$ cat config.mk
export PLATFORM = sky130hd
export DESIGN_NAME = iterative_integer_alu
export DESIGN_NICKNAME = d
export VERILOG_FILES = /design/src/design/iialu_pkg.sv /design/src/design/iialu_ctrl.sv /design/src/design/iialu_dp.sv /design/src/design/iterative_integer_alu.sv
export SDC_FILE = /design/constraint.sdc
export NUM_CORES = 2
export LEC_CHECK = 0
export BUFFER_PORTS_ARGS = -buffer_cell sky130_fd_sc_hd__buf_4
export CORE_MARGIN = 2
export CORE_UTILIZATION = 29
export DETAILED_ROUTE_END_ITERATION = 12
export GPL_ROUTABILITY_DRIVEN = 1
export MAX_ROUTING_LAYER = met4
export SKIP_LAST_GASP = 1
export SLEW_MARGIN = 20
export SYNTH_ARGS = -nofsm -noshare
export SYNTH_HDL_FRONTEND = slang
export SYNTH_SLANG_ARGS = --single-unit
$ cat constraint.sdc
create_clock -name clk -period 7.9 [get_ports clk]
set_input_delay 1.185 -clock clk [delete_from_list [all_inputs] [get_ports clk]]
set_output_delay 1.185 -clock clk [all_outputs]
set_load 0.05 [all_outputs]
$ cat src/design/iialu_pkg.sv
`timescale 1ns / 1ps
package iialu_pkg;

  localparam logic [2:0] OP_ADD = 3'd1;
  localparam logic [2:0] OP_SUB = 3'd2;
  localparam logic [2:0] OP_MUL = 3'd3;
  localparam logic [2:0] OP_DIV = 3'd4;
  localparam logic [2:0] OP_POW = 3'd5;

  localparam logic [1:0] ST_OK     = 2'd0;
  localparam logic [1:0] ST_BADOP  = 2'd1;
  localparam logic [1:0] ST_BADDIV = 2'd2;

  typedef struct packed {
    logic load;
    logic mul_step;
    logic div_step;
    logic out_load;
  } ctl_cmd_t;

  typedef struct packed {
    logic [2:0] op;
    logic       div_lt;
    logic       b_nonpos;
    logic       e_zero;
    logic       mul_last;
    logic       div_last;
  } dp_stat_t;

endpackage

$ cat src/design/iialu_ctrl.sv
`timescale 1ns / 1ps
module iialu_ctrl
  import iialu_pkg::*;
(
  input  logic     clk,
  input  logic     rst,
  input  logic     in_valid,
  output logic     in_ready,
  output logic     out_valid,
  input  logic     out_ready,
  input  dp_stat_t stat,
  output ctl_cmd_t ctl
);

  typedef enum logic [2:0] {
    S_IDLE,
    S_DECODE,
    S_MUL,
    S_DIV,
    S_FINISH
  } state_t;

  state_t state;

  assign in_ready = (state == S_IDLE);

  always_comb begin
    ctl = '0;
    case (state)
      S_IDLE:   ctl.load = in_valid;
      S_MUL:    ctl.mul_step = !stat.e_zero;
      S_DIV:    ctl.div_step = 1'b1;
      S_FINISH: ctl.out_load = !out_valid || out_ready;
      default:  ctl = '0;
    endcase
  end

  always_ff @(posedge clk) begin
    if (rst) begin
      state     <= S_IDLE;
      out_valid <= 1'b0;
    end else begin
      if (out_valid && out_ready) out_valid <= 1'b0;
      if (ctl.out_load) out_valid <= 1'b1;
      case (state)
        S_IDLE: begin
          if (in_valid) state <= S_DECODE;
        end
        S_DECODE: begin
          case (stat.op) inside
            OP_MUL, OP_POW: state <= S_MUL;
            OP_DIV:         state <= (stat.div_lt || stat.b_nonpos) ? S_FINISH : S_DIV;
            default:        state <= S_FINISH;
          endcase
        end
        S_MUL: begin
          if (stat.e_zero) state <= S_FINISH;
        end
        S_DIV: begin
          if (stat.div_last) state <= S_FINISH;
        end
        S_FINISH: begin
          if (ctl.out_load) state <= S_IDLE;
        end
        default: state <= S_IDLE;
      endcase
    end
  end

endmodule

$ cat src/design/iialu_dp.sv
`timescale 1ns / 1ps
module iialu_dp
  import iialu_pkg::*;
#(
  parameter int DATA_WIDTH = 32
) (
  input  logic                  clk,
  input  ctl_cmd_t              ctl,
  output dp_stat_t              stat,
  input  logic [2:0]            cmd,
  input  logic [DATA_WIDTH-1:0] operand_a,
  input  logic [DATA_WIDTH-1:0] operand_b,
  output logic [DATA_WIDTH-1:0] result_value,
  output logic [DATA_WIDTH-1:0] remainder_value,
  output logic [1:0]            status_code
);

  localparam int W   = DATA_WIDTH;
  localparam int DIG = (W < 32) ? W : 32;
  localparam int ND  = (W + DIG - 1) / DIG;
  localparam int KW  = (ND > 1) ? $clog2(ND) : 1;
  localparam int CW  = $clog2(W);

  logic [2:0]    op;
  logic [W-1:0]  a_r, b_r;

  // multiply / power: acc *= sq when exponent bit set, sq *= sq
  logic [W-1:0]      acc, sq, e, p1, p2;
  logic [KW-1:0]     k;
  logic [ND*DIG-1:0] sq_pad;
  logic [DIG-1:0]    digit;
  logic [W+DIG-1:0]  m1, m2;
  logic [W-1:0]      t1, t2, p1n, p2n;
  logic              in_b_nonpos;

  // restoring divider
  logic [W-1:0]  rem, quo;
  logic [CW-1:0] cnt;
  logic [W:0]    rem_sh, diff;

  logic [W-1:0]  res_c, rem_c;
  logic [1:0]    st_c;

  assign sq_pad = (ND * DIG)'(sq);
  assign digit  = sq_pad[k * DIG +: DIG];
  assign m1     = (W + DIG)'(acc) * (W + DIG)'(digit);
  assign m2     = (W + DIG)'(sq) * (W + DIG)'(digit);
  assign t1     = m1[W-1:0] << (DIG * k);
  assign t2     = m2[W-1:0] << (DIG * k);
  assign p1n    = p1 + t1;
  assign p2n    = p2 + t2;

  assign in_b_nonpos = (operand_b == '0) || operand_b[W-1];

  assign rem_sh = {rem, quo[W-1]};
  assign diff   = rem_sh - {1'b0, b_r};

  assign stat.op       = op;
  assign stat.div_lt   = $signed(a_r) < $signed(b_r);
  assign stat.b_nonpos = (b_r == '0) || b_r[W-1];
  assign stat.e_zero   = (e == '0);
  assign stat.mul_last = (k == KW'(ND - 1));
  assign stat.div_last = (cnt == CW'(W - 1));

  always_ff @(posedge clk) begin
    if (ctl.load) begin
      op  <= cmd;
      a_r <= operand_a;
      b_r <= operand_b;
      k   <= '0;
      p1  <= '0;
      p2  <= '0;
      cnt <= '0;
      rem <= '0;
      quo <= operand_a;
      if (cmd == OP_MUL) begin
        acc <= operand_a;
        sq  <= operand_b;
        e   <= W'(1);
      end else begin
        acc <= W'(1);
        sq  <= operand_a;
        e   <= in_b_nonpos ? '0 : operand_b;
      end
    end
    if (ctl.mul_step) begin
      if (stat.mul_last) begin
        if (e[0]) acc <= p1n;
        sq <= p2n;
        e  <= e >> 1;
        k  <= '0;
        p1 <= '0;
        p2 <= '0;
      end else begin
        p1 <= p1n;
        p2 <= p2n;
        k  <= k + KW'(1);
      end
    end
    if (ctl.div_step) begin
      rem <= diff[W] ? rem_sh[W-1:0] : diff[W-1:0];
      quo <= {quo[W-2:0], ~diff[W]};
      cnt <= cnt + CW'(1);
    end
    if (ctl.out_load) begin
      result_value    <= res_c;
      remainder_value <= rem_c;
      status_code     <= st_c;
    end
  end

  always_comb begin
    res_c = '0;
    rem_c = '0;
    st_c  = ST_OK;
    case (op)
      OP_ADD: res_c = a_r + b_r;
      OP_SUB: res_c = a_r - b_r;
      OP_MUL: res_c = acc;
      OP_POW: res_c = acc;
      OP_DIV: begin
        if (stat.div_lt) begin
          rem_c = a_r;
        end else if (stat.b_nonpos) begin
          st_c = ST_BADDIV;
        end else begin
          res_c = quo;
          rem_c = rem;
        end
      end
      default: st_c = ST_BADOP;
    endcase
  end

endmodule

$ cat src/design/iterative_integer_alu.sv
`timescale 1ns / 1ps
// Integer ALU: add, subtract, multiply, divide with remainder, power.
// Input channel (in_valid/in_ready) carries cmd, operand_a, operand_b;
// output channel (out_valid/out_ready) returns result_value,
// remainder_value and status_code, one result item per input item.
// One item is in work at a time; in_ready is high only while idle.
// DATA_WIDTH = W, ND = ceil(W/32). Add, subtract, unknown op and the
// early divide cases need no iterative steps; multiply steps through
// the ND digits of one operand, power through them for each bit of a
// positive exponent (no steps otherwise), and divide uses a restoring
// divider, one quotient bit per cycle.
// Multiply and power share one W x min(W, 32) partial-product step per cycle;
// at W = 32 the divider and a 31-bit exponent tie for the worst case.
// A finished result waits in the output register while the receiver
// stalls; the next item is accepted meanwhile, and its result is held
// in the datapath until the output register frees up.
// Reset (rst, synchronous) returns the controller to idle and drops
// out_valid; no pending item survives it.
module iterative_integer_alu
  import iialu_pkg::*;
#(
  parameter int DATA_WIDTH = 32
) (
  input  logic                         clk,
  input  logic                         rst,
  input  logic                         in_valid,
  output logic                         in_ready,
  input  logic [2:0]                   cmd,
  input  logic signed [DATA_WIDTH-1:0] operand_a,
  input  logic signed [DATA_WIDTH-1:0] operand_b,
  output logic                         out_valid,
  input  logic                         out_ready,
  output logic signed [DATA_WIDTH-1:0] result_value,
  output logic signed [DATA_WIDTH-1:0] remainder_value,
  output logic [1:0]                   status_code
);

  ctl_cmd_t ctl;
  dp_stat_t stat;

  iialu_ctrl u_ctrl (
    .clk       (clk),
    .rst       (rst),
    .in_valid  (in_valid),
    .in_ready  (in_ready),
    .out_valid (out_valid),
    .out_ready (out_ready),
    .stat      (stat),
    .ctl       (ctl)
  );

  iialu_dp #(
    .DATA_WIDTH (DATA_WIDTH)
  ) u_dp (
    .clk             (clk),
    .ctl             (ctl),
    .stat            (stat),
    .cmd             (cmd),
    .operand_a       (operand_a),
    .operand_b       (operand_b),
    .result_value    (result_value),
    .remainder_value (remainder_value),
    .status_code     (status_code)
  );

endmodule

==> results.toml <==
[routing]
vias = 34470
drc_errors = 0
postRouteAntennaNets = 0
wl_um = 143200
avgRoutedWirePerCell_um = 20.72
first_iter_violations = 2753
via_per_inst = 4.986
dr.pass1.iters = 6

[timing]
setup_violations = 0
layout_min_cycle_time_ns = 7.719
whs_ns = 0.5094
worst_slew_pin_slew_ns = 1.118
hold_viol = 0
max_freq_mhz = 129.5
maxSlewHeadroom_pct = 25.32
finalWorstSetupSlack_ns = 0.1809
setup_tns_ns = 0
skew_ns = 0.03786
slew_violations = 0
fin_crit_sh_pct = 97.71
rsz0062_at_grt = "yes"

[die]
die_height_um = 402.5
die_area_um2 = 162000
die_w_um = 402.5
io_pins = 139
start_util_pct = 29.14
rows = 146
coreArea_um2 = 158000

[job]
cap_violations = 0

[synthesis]
synth-seq-cells = 302
synth_warnings = 0
synth-seq-area-share_pct = 18.89
syn_avg_cell_area_um2 = 9.734
synth_top_area_cell = "fa_1"
synthMostInstantiatedCell = "inv_1"
synthFlopType = "edfxtp_1"
ys_top_cells_by_count = "inv_1, fa_1, nand2_1"
netlist_area_um2 = 46040
netlist_instances = 4730
netlist.area_leader.share_pct = 33.83
synth_edf_count = 265
yosys-top-cells-area = "fa_1, edfxtp_1, ha_1"
ys_types = 81
synth_fp_nets = 5922
async_flop_share_pct = 0

[cells_and_area]
syn_to_final_growth_pct = 11.56
drive_gt1_share_pct = 8.802
fin_cells = 6914
finalNetCount = 6006
fillers = 16180

[cts]
cts_buffers = 36
postCtsHoldBufs = 0
tritoncts = "yes"
cts_sinks = 302
clockBufferDepth = 3
root_buffer = "clkbuf_16"
cts_max_level = 2
clk_latency_ns = 0.59
cts.clk_slew.worst_paths_ns = 0.07

[critical_path]
cp.required_ns = 8.19
r2r_slack_ns = 0.18
critPathCaptureType = "register"
criticalPathCategory = "reg2reg"
cp-start-kind = "register"
critPathMaxFanout = 8
worstPathArrival_ns = 8.00

[global_route]
grt_usage_pct = 18.16
grt_pass1_vias = 35630
grt_pass1_wl_um = 220500
grt-ovfl-total = 0
antenna_found_initial = 6
grt_max_degree = 70

[worst_hold_path]
min_path_type = "reg2reg"

[placement]
pre_cts_slack_ns = 0.05016
place_inst = 6825
portBuffers = 138
gp_congestion = 0.9436
dp_hpwl_um = 114900

[outcome]
status = "finished clean"
metal layers:
metal / vias to the layer above / global-route usage (%) / routed length [um]
met5: - / - / 0
met4: 0 / 4.267 / 3757
met3: 190 / 2.316 / 10400
met2: 1254 / 28.23 / 65830
met1: 17790 / 25.20 / 63260
li1: 15240 / - / -
worst max-delay path, stage by stage (launching register included):
cell      delay (ns)
edfxtp_1        0.57
buf_6           0.21
and2_1          0.15
fa_2            0.61
fa_1            0.45
fa_1            0.51
inv_1           0.06
fa_1            0.48
inv_1           0.06
fa_1            0.49
fa_1            0.46
fa_1            0.43
fa_1            0.52
ha_2            0.30
and3_1          0.22
a22o_1          0.24
nor3_1          0.16
o21ai_1         0.10
o21a_2          0.26
o31a_1          0.28
or4_1           0.41
a31oi_1         0.18
xnor2_1         0.16
o22ai_1         0.11
layout by cell type (no fill, tap or decap), types with 8 or more instances in the layout:
cell / count
or3_1: 12
a21o_1: 67
nand3_1: 49
clkbuf_16: 38
nor4_1: 28
xnor2_1: 141
a22oi_1: 9
a221oi_1: 8
nor2_1: 129
inv_1: 871
nand2b_1: 25
a221o_1: 12
dfxtp_1: 36
buf_12: 8
o21bai_1: 25
nor3_1: 31
o22ai_1: 31
nand2_1: 482
a31oi_1: 40
mux2i_1: 33
buf_4: 276
o211ai_1: 12
o21ai_0: 81
a211oi_1: 24
ha_1: 338
and3_1: 21
or2_2: 8
nand4_1: 14
mux2_2: 33
o31ai_1: 11
xor2_1: 53
nor2b_1: 16
a222oi_1: 10
a21oi_1: 155
fa_1: 776
a22o_1: 66
o21ai_1: 8
o21a_1: 26
and2_1: 440
edfxtp_1: 265
final timing paths:
kind	endpoint	startpoint	cells after the start
max	u_dp.sq[31]	u_dp.sq[7]	23
min	u_dp.e[31]	u_dp.e[31]	1
max reg2reg	u_dp.sq[31]	u_dp.sq[7]	23
min reg2reg	u_dp.e[31]	u_dp.e[31]	1
cell type report:
class	count	area, um^2	area share, %
Antenna cell	2	5.005	0.009743
Clock buffer	46	1001	1.949
Clock inverter	18	259.0	0.5042
Inverter	872	3274	6.374
Multi-Input combinational cell	3313	33250	64.73
Sequential cell	302	8700	16.94
Tap cell	2072	2592	5.047
Timing Repair Buffer	289	2288	4.455
registers in the layout (all words and copies together) (netlist names):
name / count
u_dp.b_r: 32
u_dp.e: 32
u_ctrl.state: 3
u_dp.cnt: 5
u_ctrl.out_valid: 1
u_dp.rem: 32
u_dp.sq: 32
u_dp.acc: 32
u_dp.status_code: 2
u_dp.op: 3
u_dp.result_value: 32
u_dp.a_r: 32
u_dp.quo: 32
u_dp.remainder_value: 32
cells by family (layout without fill, tap and decap cells):
logic type,count (synthesis),in the layout,synth area share [%]
muxes,66,66,1.524
and+or+nand+nor,1280,1280,13.87
DFF,302,302,18.89
AOI/OAI and AO/OA,650,650,9.693
buffers and inverters,1115,1225,9.128
other,0,2,0
xor gates and xnor gates,196,196,3.745
adders and majority gates,1121,1121,43.15
repair_timing:
item                                    4_1_cts  5_1_grt
endpoints found under the setup margin        0       11
buffers inserted                              0       22
resized for setup                             0       20
stage by stage:
stage	util [%]	cell area (um^2)
final	32.51	51370
after global routing	32.51	51370
after CTS	32.33	51090
after detailed placement	31.53	49830
after global placement	31.53	49830
after floorplan	-	46040
Power is not shown: default switching activity piles up to over one toggle a cycle in this logic, so the estimate is an artifact.
